### config.mk
export PLATFORM = sky130hd
export DESIGN_NAME = binary_to_ascii_number_formatter_core
export DESIGN_NICKNAME = d
export VERILOG_FILES = /design/src/rtl/core/b2a_fmt_pkg.sv /design/src/rtl/core/binary_to_ascii_number_formatter_core.sv
export SDC_FILE = /design/constraint.sdc
export NUM_CORES = 1
export LEC_CHECK = 0
export BUFFER_PORTS_ARGS = -buffer_cell sky130_fd_sc_hd__buf_2
export CORE_MARGIN = 2
export CORE_UTILIZATION = 30
export DETAILED_ROUTE_END_ITERATION = 16
export HOLD_SLACK_MARGIN = 0.1
export MAX_ROUTING_LAYER = met4
export SYNTH_ARGS = -nofsm -noshare
export SYNTH_HDL_FRONTEND = slang
export SYNTH_SLANG_ARGS = --single-unit
export TNS_END_PERCENT = 20
### constraint.sdc
create_clock -name clk_i -period 7.6 [get_ports clk_i]
set_input_delay 2.28 -clock clk_i [delete_from_list [all_inputs] [get_ports clk_i]]
set_output_delay 2.28 -clock clk_i [all_outputs]
set_load 0.05 [all_outputs]
### src/rtl/core/b2a_fmt_pkg.sv
`timescale 1ns / 1ps
// ----------------------------------------------------------------------------
// Binary to ASCII number formatter package
// Shared transaction types, operation codes, ASCII constants and the digit
// character function of the number formatter core.
// ----------------------------------------------------------------------------
package b2a_fmt_pkg;

  // Default for the largest minimum width that the core honors.
  localparam int DEF_MAX_WIDTH = 32;

  // Operation codes of the input transaction.
  localparam logic [2:0] OP_UDEC = 3'd0;
  localparam logic [2:0] OP_SDEC = 3'd1;
  localparam logic [2:0] OP_HEX2 = 3'd2;
  localparam logic [2:0] OP_HEX4 = 3'd3;
  localparam logic [2:0] OP_HEX8 = 3'd4;

  // Register index of the fill character on the configuration port.
  localparam int REG_FILL_CHAR = 0;

  // Characters the core produces besides digits.
  localparam logic [7:0] CHAR_MINUS   = 8'h2D;
  localparam logic [7:0] CHAR_CR      = 8'h0D;
  localparam logic [7:0] CHAR_LF      = 8'h0A;
  localparam logic [7:0] FILL_DEFAULT = 8'h20;

  // Sequencer states.
  typedef enum logic [3:0] {
    ST_IDLE = 4'b0001,
    ST_CONV = 4'b0010,
    ST_PREP = 4'b0100,
    ST_EMIT = 4'b1000
  } state_e;

  // Input transaction.
  typedef struct packed {
    logic [2:0]  op;
    logic [31:0] value;
    logic [5:0]  min_width;
    logic        crlf;
  } in_t;

  // Output transaction: one character.
  typedef struct packed {
    logic [7:0] out_char;
    logic       last;
  } out_t;

  // Upper-case digit character for one nibble; decimal digits use the same map.
  function automatic logic [7:0] digit_char(input logic [3:0] nib);
    logic [7:0] c;
    if (nib < 4'd10) begin
      c = 8'h30 + 8'(nib);
    end else begin
      c = 8'h37 + 8'(nib);
    end
    return c;
  endfunction

endpackage

### src/rtl/core/binary_to_ascii_number_formatter_core.sv
`timescale 1ns / 1ps
// ----------------------------------------------------------------------------
// Binary to ASCII number formatter core
// Turns a 32-bit value into unsigned or signed decimal or fixed-width hex
// ASCII text, left-padded to a minimum width, with an optional CR LF.
// ----------------------------------------------------------------------------
// Usage:
//   The input channel (in_valid_i, in_stall_o, in_data_i) takes one number
//   per transaction. The output channel (out_valid_o, out_stall_i,
//   out_data_o) returns the text one character per transaction, with last set
//   on the final character. Unknown operation codes are accepted and dropped.
//   Decimal conversion runs a shift-add-3 unit once for each bit of the value,
//   and a preparation state then works out the padding; a hex number goes
//   straight from idle to the preparation state. After that one character
//   leaves per cycle while the output is not stalled. The input is stalled from
//   acceptance until the final character is in the output register. A stall
//   on the output holds the output register and pauses the emitter. Reset is
//   asynchronous; it empties the output register, returns the sequencer to
//   idle and sets the fill character to a space. The fill character must be
//   written over the APB port only while the core is idle; the core itself
//   does not enforce this.
// ----------------------------------------------------------------------------
module binary_to_ascii_number_formatter_core #(
  parameter int MAX_WIDTH = b2a_fmt_pkg::DEF_MAX_WIDTH
) (
  input  logic               clk_i,
  input  logic               rst_ni,
  // Input channel
  input  logic               in_valid_i,
  output logic               in_stall_o,
  input  b2a_fmt_pkg::in_t   in_data_i,
  // Output channel
  output logic               out_valid_o,
  input  logic               out_stall_i,
  output b2a_fmt_pkg::out_t  out_data_o,
  // Configuration port
  input  logic               psel,
  input  logic               penable,
  input  logic               pwrite,
  input  logic [1:0]         paddr,
  input  logic [31:0]        pwdata,
  output logic [31:0]        prdata,
  output logic               pready
);

  localparam int PadW = $clog2(MAX_WIDTH + 3);

  b2a_fmt_pkg::state_e state_q, state_d;

  logic [7:0]       fill_q;
  logic [9:0][3:0]  bcd_q, bcd_d;
  logic [31:0]      bin_q, bin_d;
  logic [4:0]       cnt_q, cnt_d;
  logic             hex_q, hex_d;
  logic             neg_q, neg_d;
  logic [5:0]       minw_q, minw_d;
  logic             crlf_q, crlf_d;
  logic [3:0]       ndig_q, ndig_d;
  logic [PadW-1:0]  pad_q, pad_d;
  logic             sign_q, sign_d;
  logic [3:0]       dig_q, dig_d;
  logic [1:0]       eol_q, eol_d;
  logic             out_valid_q;
  b2a_fmt_pkg::out_t out_q;

  logic             in_acc;
  logic             emit_step;
  logic [9:0][3:0]  adj;
  logic [71:0]      dd_shift;
  logic [3:0]       lead_ndig;
  logic [3:0]       ndig_sel;
  logic [7:0]       len_calc;
  logic [7:0]       w_calc;
  logic [7:0]       pad_calc;
  logic [3:0]       dig_idx;
  logic [7:0]       emit_char;
  logic             emit_last;

  // Configuration register: a single byte at the fill character address.
  always_ff @(posedge clk_i or negedge rst_ni) begin
    if (!rst_ni) begin
      fill_q <= b2a_fmt_pkg::FILL_DEFAULT;
    end else if (psel && penable && pwrite && pready &&
                 (paddr == 2'(b2a_fmt_pkg::REG_FILL_CHAR * 4))) begin
      fill_q <= pwdata[7:0];
    end
  end

  assign pready = 1'b1;
  assign prdata = 32'(fill_q);

  // Handshakes.
  assign in_stall_o = (state_q != b2a_fmt_pkg::ST_IDLE);
  assign in_acc     = in_valid_i && !in_stall_o;
  assign emit_step  = (state_q == b2a_fmt_pkg::ST_EMIT) && (!out_valid_q || !out_stall_i);

  // Shared shift-add-3 unit: correct each BCD digit, then shift one bit in.
  always_comb begin
    for (int i = 0; i < 10; i++) begin
      adj[i] = (bcd_q[i] >= 4'd5) ? (bcd_q[i] + 4'd3) : bcd_q[i];
    end
    dd_shift = {adj, bin_q} << 1;
  end

  // Count of significant decimal digits, at least one.
  always_comb begin
    lead_ndig = 4'd1;
    for (int i = 0; i < 10; i++) begin
      if (bcd_q[i] != 4'd0) begin
        lead_ndig = 4'(i + 1);
      end
    end
  end

  // Text length and padding, worked out once the digits are known.
  always_comb begin
    ndig_sel = hex_q ? ndig_q : lead_ndig;
    len_calc = 8'(neg_q) + 8'(ndig_sel) + (crlf_q ? 8'd2 : 8'd0);
    w_calc   = (8'(minw_q) > 8'(MAX_WIDTH)) ? 8'(MAX_WIDTH) : 8'(minw_q);
    w_calc   = w_calc + (crlf_q ? 8'd2 : 8'd0);
    pad_calc = (w_calc > len_calc) ? (w_calc - len_calc) : 8'd0;
  end

  // Character selection: padding, sign, digits from the top, then CR and LF.
  assign dig_idx = dig_q - 4'd1;

  always_comb begin
    pad_d  = pad_q;
    sign_d = sign_q;
    dig_d  = dig_q;
    eol_d  = eol_q;
    if (pad_q != '0) begin
      emit_char = fill_q;
      pad_d     = pad_q - PadW'(1);
    end else if (sign_q) begin
      emit_char = b2a_fmt_pkg::CHAR_MINUS;
      sign_d    = 1'b0;
    end else if (dig_q != 4'd0) begin
      emit_char = b2a_fmt_pkg::digit_char(bcd_q[dig_idx]);
      dig_d     = dig_q - 4'd1;
    end else if (eol_q == 2'd2) begin
      emit_char = b2a_fmt_pkg::CHAR_CR;
      eol_d     = eol_q - 2'd1;
    end else begin
      emit_char = b2a_fmt_pkg::CHAR_LF;
      eol_d     = 2'd0;
    end
    emit_last = (pad_d == '0) && !sign_d && (dig_d == 4'd0) && (eol_d == 2'd0);
    if (state_q == b2a_fmt_pkg::ST_PREP) begin
      pad_d  = pad_calc[PadW-1:0];
      sign_d = neg_q;
      dig_d  = ndig_sel;
      eol_d  = crlf_q ? 2'd2 : 2'd0;
    end else if (!emit_step) begin
      pad_d  = pad_q;
      sign_d = sign_q;
      dig_d  = dig_q;
      eol_d  = eol_q;
    end
  end

  // Sequencer and operand loading.
  always_comb begin
    state_d = state_q;
    bcd_d   = bcd_q;
    bin_d   = bin_q;
    cnt_d   = cnt_q;
    hex_d   = hex_q;
    neg_d   = neg_q;
    minw_d  = minw_q;
    crlf_d  = crlf_q;
    ndig_d  = ndig_q;
    case (state_q)
      b2a_fmt_pkg::ST_IDLE: begin
        if (in_acc) begin
          minw_d = in_data_i.min_width;
          crlf_d = in_data_i.crlf;
          cnt_d  = 5'd0;
          neg_d  = 1'b0;
          case (in_data_i.op)
            b2a_fmt_pkg::OP_UDEC: begin
              hex_d   = 1'b0;
              bin_d   = in_data_i.value;
              bcd_d   = '0;
              state_d = b2a_fmt_pkg::ST_CONV;
            end
            b2a_fmt_pkg::OP_SDEC: begin
              hex_d   = 1'b0;
              neg_d   = in_data_i.value[31];
              bin_d   = in_data_i.value[31] ? (32'd0 - in_data_i.value) : in_data_i.value;
              bcd_d   = '0;
              state_d = b2a_fmt_pkg::ST_CONV;
            end
            b2a_fmt_pkg::OP_HEX2: begin
              hex_d   = 1'b1;
              ndig_d  = 4'd2;
              bcd_d   = 40'(in_data_i.value);
              state_d = b2a_fmt_pkg::ST_PREP;
            end
            b2a_fmt_pkg::OP_HEX4: begin
              hex_d   = 1'b1;
              ndig_d  = 4'd4;
              bcd_d   = 40'(in_data_i.value);
              state_d = b2a_fmt_pkg::ST_PREP;
            end
            b2a_fmt_pkg::OP_HEX8: begin
              hex_d   = 1'b1;
              ndig_d  = 4'd8;
              bcd_d   = 40'(in_data_i.value);
              state_d = b2a_fmt_pkg::ST_PREP;
            end
            default: begin
              state_d = b2a_fmt_pkg::ST_IDLE;
            end
          endcase
        end
      end
      b2a_fmt_pkg::ST_CONV: begin
        bcd_d = dd_shift[71:32];
        bin_d = dd_shift[31:0];
        cnt_d = cnt_q + 5'd1;
        if (cnt_q == 5'd31) begin
          state_d = b2a_fmt_pkg::ST_PREP;
        end
      end
      b2a_fmt_pkg::ST_PREP: begin
        state_d = b2a_fmt_pkg::ST_EMIT;
      end
      b2a_fmt_pkg::ST_EMIT: begin
        if (emit_step && emit_last) begin
          state_d = b2a_fmt_pkg::ST_IDLE;
        end
      end
      default: begin
        state_d = b2a_fmt_pkg::ST_IDLE;
      end
    endcase
  end

  // Control registers.
  always_ff @(posedge clk_i or negedge rst_ni) begin
    if (!rst_ni) begin
      state_q     <= b2a_fmt_pkg::ST_IDLE;
      cnt_q       <= 5'd0;
      pad_q       <= '0;
      sign_q      <= 1'b0;
      dig_q       <= 4'd0;
      eol_q       <= 2'd0;
      out_valid_q <= 1'b0;
    end else begin
      state_q <= state_d;
      cnt_q   <= cnt_d;
      pad_q   <= pad_d;
      sign_q  <= sign_d;
      dig_q   <= dig_d;
      eol_q   <= eol_d;
      if (emit_step) begin
        out_valid_q <= 1'b1;
      end else if (!out_stall_i) begin
        out_valid_q <= 1'b0;
      end
    end
  end

  // Datapath registers.
  always_ff @(posedge clk_i) begin
    bcd_q  <= bcd_d;
    bin_q  <= bin_d;
    hex_q  <= hex_d;
    neg_q  <= neg_d;
    minw_q <= minw_d;
    crlf_q <= crlf_d;
    ndig_q <= ndig_d;
    if (emit_step) begin
      out_q.out_char <= emit_char;
      out_q.last     <= emit_last;
    end
  end

  assign out_valid_o = out_valid_q;
  assign out_data_o  = out_q;

  // A waiting character that is not the last means the emitter is still busy.
  a_pending_char_busy: assert property (@(posedge clk_i) disable iff (!rst_ni)
    (out_valid_q && !out_q.last) |-> (state_q == b2a_fmt_pkg::ST_EMIT))
    else $error("non-final character waiting while emitter is not active");

  // A valid operation code leaves the idle state on the next cycle.
  a_valid_op_starts: assert property (@(posedge clk_i) disable iff (!rst_ni)
    (in_acc && (in_data_i.op <= b2a_fmt_pkg::OP_HEX8))
      |=> (state_q != b2a_fmt_pkg::ST_IDLE))
    else $error("accepted number did not start the sequencer");

  // The top BCD digit of a 32-bit value never needs correction.
  a_bcd_top_digit: assert property (@(posedge clk_i) disable iff (!rst_ni)
    (state_q == b2a_fmt_pkg::ST_CONV) |-> (bcd_q[9] < 4'd5))
    else $error("top BCD digit out of range during conversion");

  // The remaining digit count never exceeds ten while emitting.
  a_digit_count: assert property (@(posedge clk_i) disable iff (!rst_ni)
    (state_q == b2a_fmt_pkg::ST_EMIT) |-> (dig_q <= 4'd10))
    else $error("digit count out of range");

endmodule

Word level (Yosys, flattened, before mapping) --
Cells that the tools add are included.
Word-level totals: register bits after elaboration 125, output and inout port bits 44, logic and storage cells 187
Operators by class: add/sub/neg operators 21, order comparisons 14, eq/ne operators 17, muxes and demuxes 66, reduce and logical (&&, ||, !) cells 43
Operators with widths (count):
- case mux 40 bit (2 select lines) | 2
- case mux 32 bit (2 select lines) | 2
- two-way mux 4 bit | 27
- two-way mux 32 bit | 2
- greater-or-equal comparator 4 x 3 -> 1 bit, second input constant | 10
- two-way mux 40 bit | 1
- nonzero test 4 bit | 10
- adder 4 x 2 -> 4 bit, second input constant | 9
- subtractor 1 x 32 -> 32 bit, first input constant | 1
- two-way mux 6 bit | 5
- two-way mux 8 bit | 3
- two-way mux 2 bit | 9
- binary-select mux 4 bit (select 4 bit) | 1
- case mux 4 bit (4 select lines) | 1
- AND reduction 3 bit | 5
- adder 6 x 4 -> 7 bit, first input constant | 2
- case mux 4 bit (3 select lines) | 1
- case mux 5 bit (2 select lines) | 1
- logical AND 1 bit | 9
- adder 6 x 2 -> 7 bit | 1
- greater-than comparator 7 x 6 -> 1 bit | 1
- two-way mux 7 bit | 1
- adder 5 x 2 -> 6 bit | 1
- equality test 3 x 2 -> 1 bit, second input constant | 2
- 40 further kinds | 54

Logic depth before layout (Yosys ltp) --
Gate-level depths: netlist of the first run.
depth after elaboration 16, depth in mapped cells 19

Least setup slack after synthesis of the first run --
No wires, ideal clock.
path kind input to register, start point in in_data_i[40] (netlist name), end point reg bcd_q[0] (netlist name) (enable), library setup time 0.493 ns, arrival 5.335 ns, data required time 7.107 ns, slack 1.773 ns, stages on the path 3, buffers on the path 0, cell sequence o21ai_0 inv_1 o21ai_0
Between the ends: cells in the longest elaborated chain, start to end 4, elaborated cells on any way between the ends 9, those cells by class eq/ne: 5; reduce/logical: 4
RTL lines:
- start, declared | line binary_to_ascii_number_formatter_core.sv:31 | input b2a_fmt_pkg::in_t in_data_i,
- equality test 3 bit (tied with other cells) | line binary_to_ascii_number_formatter_core.sv:180 | case (in_data_i.op)
- OR reduction 3 bit (no source line) / OR reduction 2 bit (equally long branches)
- != test 3 bit (no source line) *
- AND reduction 3 bit (no source line) *
- end signal, assigned | line binary_to_ascii_number_formatter_core.sv:267 | bcd_q <= bcd_d;
- end, declared | line binary_to_ascii_number_formatter_core.sv:51 | logic [9:0][3:0] bcd_q, bcd_d;
Mark *: on every way between the ends. The rest lies on a longest branch, timed or not. A chain may end at the register's enable or synchronous reset.

Worst setup path after layout of the first run --
start point in in_data_i[40] (netlist name), end point reg bin_q[4], data pin
Between the ends: cells in the longest elaborated chain, start to end 4, elaborated cells on any way between the ends 5, those cells by class eq/ne: 1; mux: 3; reduce/logical: 1
RTL lines:
- equality test 3 x 1 -> 1 bit / logical NOT 3 bit (equally long branches) | line binary_to_ascii_number_formatter_core.sv:180
- case mux 32 bit (2 select lines) * | line binary_to_ascii_number_formatter_core.sv:180
- two-way mux 32 bit * | line binary_to_ascii_number_formatter_core.sv:175 | if (in_acc) begin
- case mux 32 bit (2 select lines) * | line binary_to_ascii_number_formatter_core.sv:173 | case (state_q)
- named net bin_d[4] | line binary_to_ascii_number_formatter_core.sv:52 | logic [31:0] bin_q, bin_d;
- end signal, assigned | line binary_to_ascii_number_formatter_core.sv:268 | bin_q <= bin_d;
- end, declared | line binary_to_ascii_number_formatter_core.sv:52
Mark *: on every way through the listed nets, which the timed path passes. The rest lies on a longest branch. The select of a mux whose other input is x is not followed.

==> metrics.md, run 1 <==
| Metric | Value |
|---|---|
| Vias in the first global route | 6129 |
| Flops & latches, synth | approximately 120 |
| Outcome | finished clean |
| PostCTS Resize Cnt | 0 |
| Seq/Total Area, Yosys | 0.4349 |
| Worst r2r dst | pad_q[3]$_DFFE_PN0P_ |
| H-tree depth | 4 |
| Tightest Hold Check Type | reg -> reg |
| Worst-path maximum fanout | 18 |
| Top_reg_cell synth | edfxtp_1 |
| CTS tree | yes |
| Largest net degree at the start of global routing | 57 |
| Clock Power Share | 0.264 |
| Initial Utilization | 0.3055 |
| Number of flops mapped to enable cells by yosys | 93 |
| TritonCTS buffer count | 17 |
| Routed wire length | slightly below 20 mm |
| Fill cell count | around 2700 |
| Initial DRC Count | about 400 |
| Clk buf depth | 2 |
| DRC viols | 0 |
| Unrepaired setup endpoints after global routing | false |
| Sw Share | 0.3936 |
| Skew-Pair Late Insertion Delay | roughly 430 ps |
| Seq pwr share | 0.336 |
| Max Clk Rate | 0.2198 GHz |
| CP delay by family, top | simple AND/OR/NAND/NOR gates |
| Place WS | between 2000 and 3000 ps |
| Met3 Use GR | 0.02285 |
| # setup viols final | 0 |
| Post-CTS setup buffer count | 0 |
| Syn Area/Cell | about 9.7 um2 |
| Setup_tns | 0 ps |
| Most common cell on crit path | o21ai_0 |
| Worst setup EP type | flip-flop |
| Area occupied by multi-input gates | 4255 um2 |
| Vias after detailed routing | between 6000 and 7000 |
| Final Cycle Share | 0.5986 |
| Clock Skew | around 18 ps |
| Comb pwr share | 0.400 |
| CP max stage cell | inv_1 |
| Crit Path Category | in -> reg |
| Max stage delay on crit path | 750 ps |
| Critical Path RT | 7750 ps |
| Placed wire-length estimate | about 14 mm |
| Met2 usage in global routing | 0.2263 |
| Mapped Area | between 8000 and 9000 um2 |
| Die Ht | ~170 um |
| Total core area | around 27000 um2 |
| R2R cell count | 19 |
| DRT Pass-1 Iters | 5 |
| Syn Inst Count | ~850 |
| Synth top area share | 0.3401 |
| Hold_ws | 509.1 ps |
| Yosys Warn Count | 0 |
| Seq. cell area | roughly 3600 um2 |
| Routed wire per std cell | around 15 um |
| Total grt overflow | 0 |
| Clock-pin transition on the worst setup and hold timing paths | approximately 60 ps |
| Die Area | approximately 29000 um2 |
| Pwr dens | about 330 nW/um2 |
| Total track usage | 0.1423 |
| Die X | approximately 170 um |
| Share of layout cells above drive strength 1 | 0.1688 |
| Max-slew violations | 0 |
| Setup crit start | in_data_i[40] |
| Num rows | 60 |
| Post-route minimum period | 4550 ps |
| Yosys cell types | 78 |
| Hold Vio Cnt, Final | 0 |
| CP Capture Point | bin_q[4]$_DFFE_PP_ |
| Critical-path cell list | buf_2 > nor2_1 > nand3_1 > inv_1 > o21ai_0 > xor2_1 > o21ai_0 |
| CP startpoint kind | input pin |
| Share of synthesized flip-flops with an asynchronous set or reset | 0.2500 |
| Static leakage | 3.736 nW |
| Root Driver | clkbuf_16 |
| Arrival time worst endpoint | 4700 ps |
| Net Switching | ~1.2 mW |
| Placed cell areas | 8864 um2 |
| Critical path depth | 7 |
| Global-route wire length before repair | about 31 mm |
| NumNets Final | a little over 1000 |
| Slew margin rel. | 0.3539 |
| Synth-to-Final Area Change | 15.19% |
| Hold buffer count at CTS | 0 |
| Vias/cell | about 5.0 |
| Initial antenna violation count | 2 |
| Top cells by area, synth | edfxtp_1 (34%), dfrtp_1 (8.8%), ha_1 (5.6%), nand2_1 (4.7%), a21oi_1 (3.8%) |
| Peak supply drop | about 0.17 mV |
| Internal | 1.898 mW |
| RD Place Congestion | approximately 0.82 |
| Max-cap violations | 0 |
| Bufs and invs on worst path | 2 |
| I/O Buffers | 77 |
| Largest area contributor in the netlist | edfxtp_1 |
| Final setup margin | approximately 3000 ps |
| Worst-Margin Slew | between 900 and 1000 ps |
| Reg2reg start | bcd_q[12]$_DFFE_PP_ |
| Io pins | ~130 |
| Tot Pwr | 3.130 mW |
| Gr busiest metal | met2 |
| R2r setup slk | ~3300 ps |
| Design Area, Final | approximately 9500 um2 |
| M1 GR Usage | 0.1806 |
| Final ANT Viol Nets | 0 |
| Clock Sinks | approximately 120 |
-- routing by layer --
layer  up-vias  part of all wire
li1       3152                 -
met1      3061              0.47
met2       138              0.46
met3        32             0.035
met4         0             0.028
met5         -                 0
-- cells by family (layout without fill, tap and decap cells) --
group	Yosys count	in the layout	synth area share
simple gates	283	283	0.1701
other cells	2	27	0.0009147
buf+inv	104	163	0.06080
flops	124	124	0.4349
fa+ha+maj	39	39	0.06126
compound gates	215	215	0.1663
mux	21	21	0.04176
xor+xnor	60	60	0.06400
-- synthesized netlist by cell type (all sizes together) (3+ instances only) --
library cell / instances
xor2: 29
nor2b: 9
nor4: 4
nor3: 11
buf: 34
o41ai: 3
nor2: 80
dfrtp: 29
xnor2: 31
a21oi: 62
clkbuf: 22
nor3b: 12
o32ai: 8
nor4b: 3
nand2: 103
nand4: 3
mux4: 8
nand3b: 3
ha: 37
o21ai: 66
o221ai: 5
or3: 6
a31oi: 5
nand3: 14
a211o: 3
a21boi: 3
edfxtp: 93
and3: 3
a22o: 4
a22oi: 4
nand2b: 17
o31ai: 5
mux2: 11
and2b: 3
nand4b: 3
o22ai: 30
inv: 48
-- how the worst min path moves through the flow --
stage | from | endpoint | depth (start not counted)
2_1_floorplan | cnt_q[2]$_DFFE_PN0P_ | cnt_q[2]$_DFFE_PN0P_ | 1
3_3_place_gp | cnt_q[4]$_DFFE_PN0P_ | cnt_q[4]$_DFFE_PN0P_ | 2
3_5_place_dp | cnt_q[4]$_DFFE_PN0P_ | cnt_q[4]$_DFFE_PN0P_ | 2
4_1_cts | cnt_q[2]$_DFFE_PN0P_ | cnt_q[2]$_DFFE_PN0P_ | 1
5_1_grt | cnt_q[4]$_DFFE_PN0P_ | cnt_q[4]$_DFFE_PN0P_ | 2
6_report | cnt_q[4]$_DFFE_PN0P_ | cnt_q[4]$_DFFE_PN0P_ | 2
-- per-stage QoR --
stage,cells,util
final,1273,0.3519
after global routing,1273,0.3519
after CTS,1271,0.3517
after detailed placement,1239,0.3298
after global placement,1239,0.3298
after floorplan,871,-
-- power groups by stage --
stage               registers [mW]  logic, mW  clock network [mW]
floorplan                     1.04      0.990                   0
global placement              1.06       1.23                   0
detailed placement            1.06       1.25                   0
CTS                           1.05       1.26               0.847
global route                  1.07       1.40               0.870
finish                        1.05       1.25               0.826
-- state kept, by name, indices dropped and copies added, names as in the netlist, 4 cells and up --
| name | flops |
|---|---|
| dig_q | 4 |
| state_q | 4 |
| out_data_o | 9 |
| bin_q | 32 |
| fill_q | 8 |
| cnt_q | 5 |
| minw_q | 6 |
| pad_q | 6 |
| bcd_q | 40 |
-- cells in the final DEF (no fill, tap or decap), types with 4 or more instances in the layout --
cell / instances
o21ai_0: 59
nor2_1: 79
or3_1: 5
conb_1: 25
buf_2: 77
a22o_1: 4
nand3_1: 14
o21ai_1: 6
nor2b_1: 9
a21oi_1: 61
o221ai_1: 5
inv_1: 47
a22oi_1: 4
xnor2_1: 31
o31ai_1: 4
o32ai_1: 8
a31oi_1: 5
xor2_1: 29
edfxtp_1: 93
o22ai_1: 29
nor3b_1: 11
nand2b_1: 17
clkbuf_16: 17
nor3_1: 10
mux4_1: 5
mux2_2: 11
dfrtp_1: 29
nand2_1: 102
buf_4: 6
ha_1: 37
-- cell type report --
type	instances	area share
Sequential cell	124	0.3776
Clock buffer	17	0.04498
Clock inverter	15	0.01733
Multi-Input combinational cell	643	0.4499
Tap cell	341	0.04511
Timing Repair Buffer	83	0.04551
Inverter	48	0.01905
Antenna cell	2	0.0005292
-- worst min-delay path: stages (launching register included) --
cell and delay [ps]:
dfrtp_1 350, nand3_1 70, nand2_1 60
Note: power is estimated with default switching activity, not from simulation.
==> run 2: changes to the inputs <==
clock period = 4.6 ns   (was 7.6 ns; I/O delays follow)
==> run 2 against run 1 <==
  * Worst setup slack got worse by 2500 ps
  * Combinational power increased by 70%
  * Via count shrank 0.85%
  * Core utilization about the same
  * Clock-buffer cell count unchanged
  * First-iteration DRC count fell by 5.0%
  * Clock power rose by 66%
  * Sequential share of layout area barely moved
  * Cell count is 0.16% higher
  * Die area stayed put
  * Wire length about the same
  * Worst hold slack got worse by 1.4 ps
  * Critical endpoint is now pad_q[3]$_DFFE_PN0P_
  * Largest cell class unchanged
  * Largest power group unchanged
==> metrics.md, run 2 (same netlist as run 1, synthesis figures left out) <==
| Metric | Value |
|---|---|
| # setup viols final | 0 (unchanged) |
| Layout Cells excl Fill | 1275 (+0.16%) |
| Total grt overflow | 0 (unchanged) |
| Setup_tns | 0 ps (unchanged) |
| Largest reg by FF count | bcd_q |
| Initial Utilization | 0.3055 (unchanged) |
| DRT Pass-1 Iters | 5 (unchanged) |
| Total core area | 26880 um2 (unchanged) |
| Max-cap violations | 0 (unchanged) |
| CP startpoint kind | flip-flop |
| Max-slew violations | 0 (unchanged) |
| Arrival time worst endpoint | 4320 ps (-380 ps) |
| Critical Path RT | 4870 ps (-2880 ps) |
| Post-CTS setup buffer count | 0 (unchanged) |
| Clock Sinks | 124 (unchanged) |
| Worst-path maximum fanout | 5 (-13) |
| Final ANT Viol Nets | 0 (unchanged) |
| Synth-to-Final Area Change | 15.33% |
| Worst-Margin Slew | 916.2 ps (-50.77 ps) |
| Clock Skew | 14.31 ps (-3.450 ps) |
| Area occupied by multi-input gates | 4248 um2 (-0.18%) |
| Largest net degree at the start of global routing | 93 (+63%) |
| Global-route wire length before repair | 31.92 mm (+1.4%) |
| Root Driver | clkbuf_16 |
| Clock-pin transition on the worst setup and hold timing paths | 60 ps (about the same) |
| Crit Path Category | reg -> reg |
| RD Place Congestion | 0.8068 (-2.1%) |
| I/O Buffers | 77 (unchanged) |
| Peak supply drop | 0.2622 mV (+58%) |
| Inst Count DP | 1242 (+0.24%) |
| Most common cell after layout, fill and taps aside | nand2_1 |
| Unrepaired setup endpoints after global routing | false |
| Vias/cell | 4.964 (-1.0%) |
| Die X | 169.4 um (unchanged) |
| Die Ht | 169.4 um (unchanged) |
| Placed wire-length estimate | 13.92 mm (-0.79%) |
| Vias after detailed routing | 6329 (-0.85%) |
| Max stage delay on crit path | 500 ps (-250 ps) |
| Slew margin rel. | 0.3892 (+0.03528) |
| Seq. cell area | 3571 um2 (unchanged) |
| Max Clk Rate | roughly 0.25 GHz |
| Critical-path cell list | inv_1 > ha_1 > nand2_1 > a31oi_1 > nor2_1 > o21bai_1 > a21boi_0 > nor2_1 > ha_1 > inv_1 > fa_1 > ha_1 > nor2b_1 > o21ai_0 > a21oi_1 > o21ai_0 > a2bb2oi_1 > o21ai_1 > o221ai_1 |
| Vias in the first global route | 6095 (-0.55%) |
| Io pins | 127 (unchanged) |
| Routed wire length | 19.61 mm (about the same) |
| Static leakage | 3.744 nW (+0.21%) |
| Initial antenna violation count | 1 (-1) |
| Tightest Hold Check Type | reg -> reg |
| Post-route minimum period | a little over 4000 ps |
| Clk buf depth | 2 (unchanged) |
| Skew-Pair Late Insertion Delay | 420 ps (about the same) |
| CTS tree | yes |
| Num rows | 60 (unchanged) |
| Max reg flops | 40 (unchanged) |
| Initial DRC Count | 379 (-5.0%) |
| CP max stage cell | fa_1 |
| TritonCTS buffer count | 17 (unchanged) |
| Total track usage | 0.1440 (+0.001664) |
| Most frequent cells in the layout | nand2_1 (102), edfxtp_1 (93), nor2_1 (79) |
| Hold Vio Cnt, Final | 0 (unchanged) |
| NumNets Final | 1042 (+0.29%) |
| Fill cell count | 2709 (-0.29%) |
| H-tree depth | 4 (unchanged) |
| Die Area | 28710 um2 (unchanged) |
| Outcome | finished clean |
| DRC viols | 0 (unchanged) |
| Worst setup EP type | flip-flop |
| Share of layout cells above drive strength 1 | 0.1693 (+0.0005290) |
| Final Util | 0.3523 (+0.0004190) |
| Most common cell on crit path | ha_1 |
| Pwr dens | 549.6 nW/um2 (+66%) |
| Routed wire per std cell | 15.38 um (-0.24%) |
| Final Cycle Share | 0.8797 |
## run 2: worst max-delay path, delay by kind of cell, from the launching register on
family	cells	cell delay, ps
buf+inv	2	170
flops	1	430
compound gates	9	1640
fa+ha+maj	4	1220
simple gates	4	440
## run 2: per-layer routing
layer,vias to the layer above,track usage,wire length [um]
met1,3003,0.1917,9422
met4,0,0.04905,399
li1,3153,-,-
met5,-,-,0
met2,151,0.2218,9074
met3,22,0.02565,712
## run 2: power breakdown
group          internal, mW  switching, mW  total (mW)
clock                 0.807          0.562        1.37
combinational         0.852           1.28        2.13
sequential             1.49          0.218        1.70
total                  3.15           2.06        5.20
## run 2: path summary, 6_finish.rpt
path | from | to | slack, ps | cells after the start
worst max-delay path | bcd_q[4]$_DFFE_PP_ | pad_q[3]$_DFFE_PN0P_ | 550 | 19
worst min-delay path | cnt_q[4]$_DFFE_PN0P_ | cnt_q[4]$_DFFE_PN0P_ | 510 | 2
worst max register to register | bcd_q[4]$_DFFE_PP_ | pad_q[3]$_DFFE_PN0P_ | 550 | 19
worst min register to register | cnt_q[4]$_DFFE_PN0P_ | cnt_q[4]$_DFFE_PN0P_ | 510 | 2
max in group asynchronous | rst_ni | fill_q[1]$_DFFE_PN0P_ | 3030 | 1
min in group asynchronous | rst_ni | out_valid_o$_DFFE_PN0P_ | 1050 | 1
## run 2: metrics by stage
step | total power, mW | setup WS (ps) | instance area, um2 | hold slack (ps)
after floorplan | 3.348 | 755.3 | 8297 | 464.9
after global placement | 3.803 | 463.8 | 8879 | 490.0
after detailed placement | 3.838 | 421.4 | 8879 | 495.5
after CTS | 5.228 | 398.5 | 9467 | 508.4
after global routing | 5.546 | 120.1 | 9469 | 552.3
final | 5.204 | 553.3 | 9469 | 507.7
## run 2: layout make-up
type	count	area share
multi-input combinational	643	0.4486
sequential	124	0.3771
timing repair buffer	86	0.04783
tap	341	0.04506
clock buffer	17	0.04493
inverter	48	0.01903
clock inverter	15	0.01718
antenna	1	0.0002643
## run 2: timing repair
action / CTS / global route
hold buffers: 0 / 0
gates resized for setup: 0 / 1
setup endpoints to repair: 0 / 3
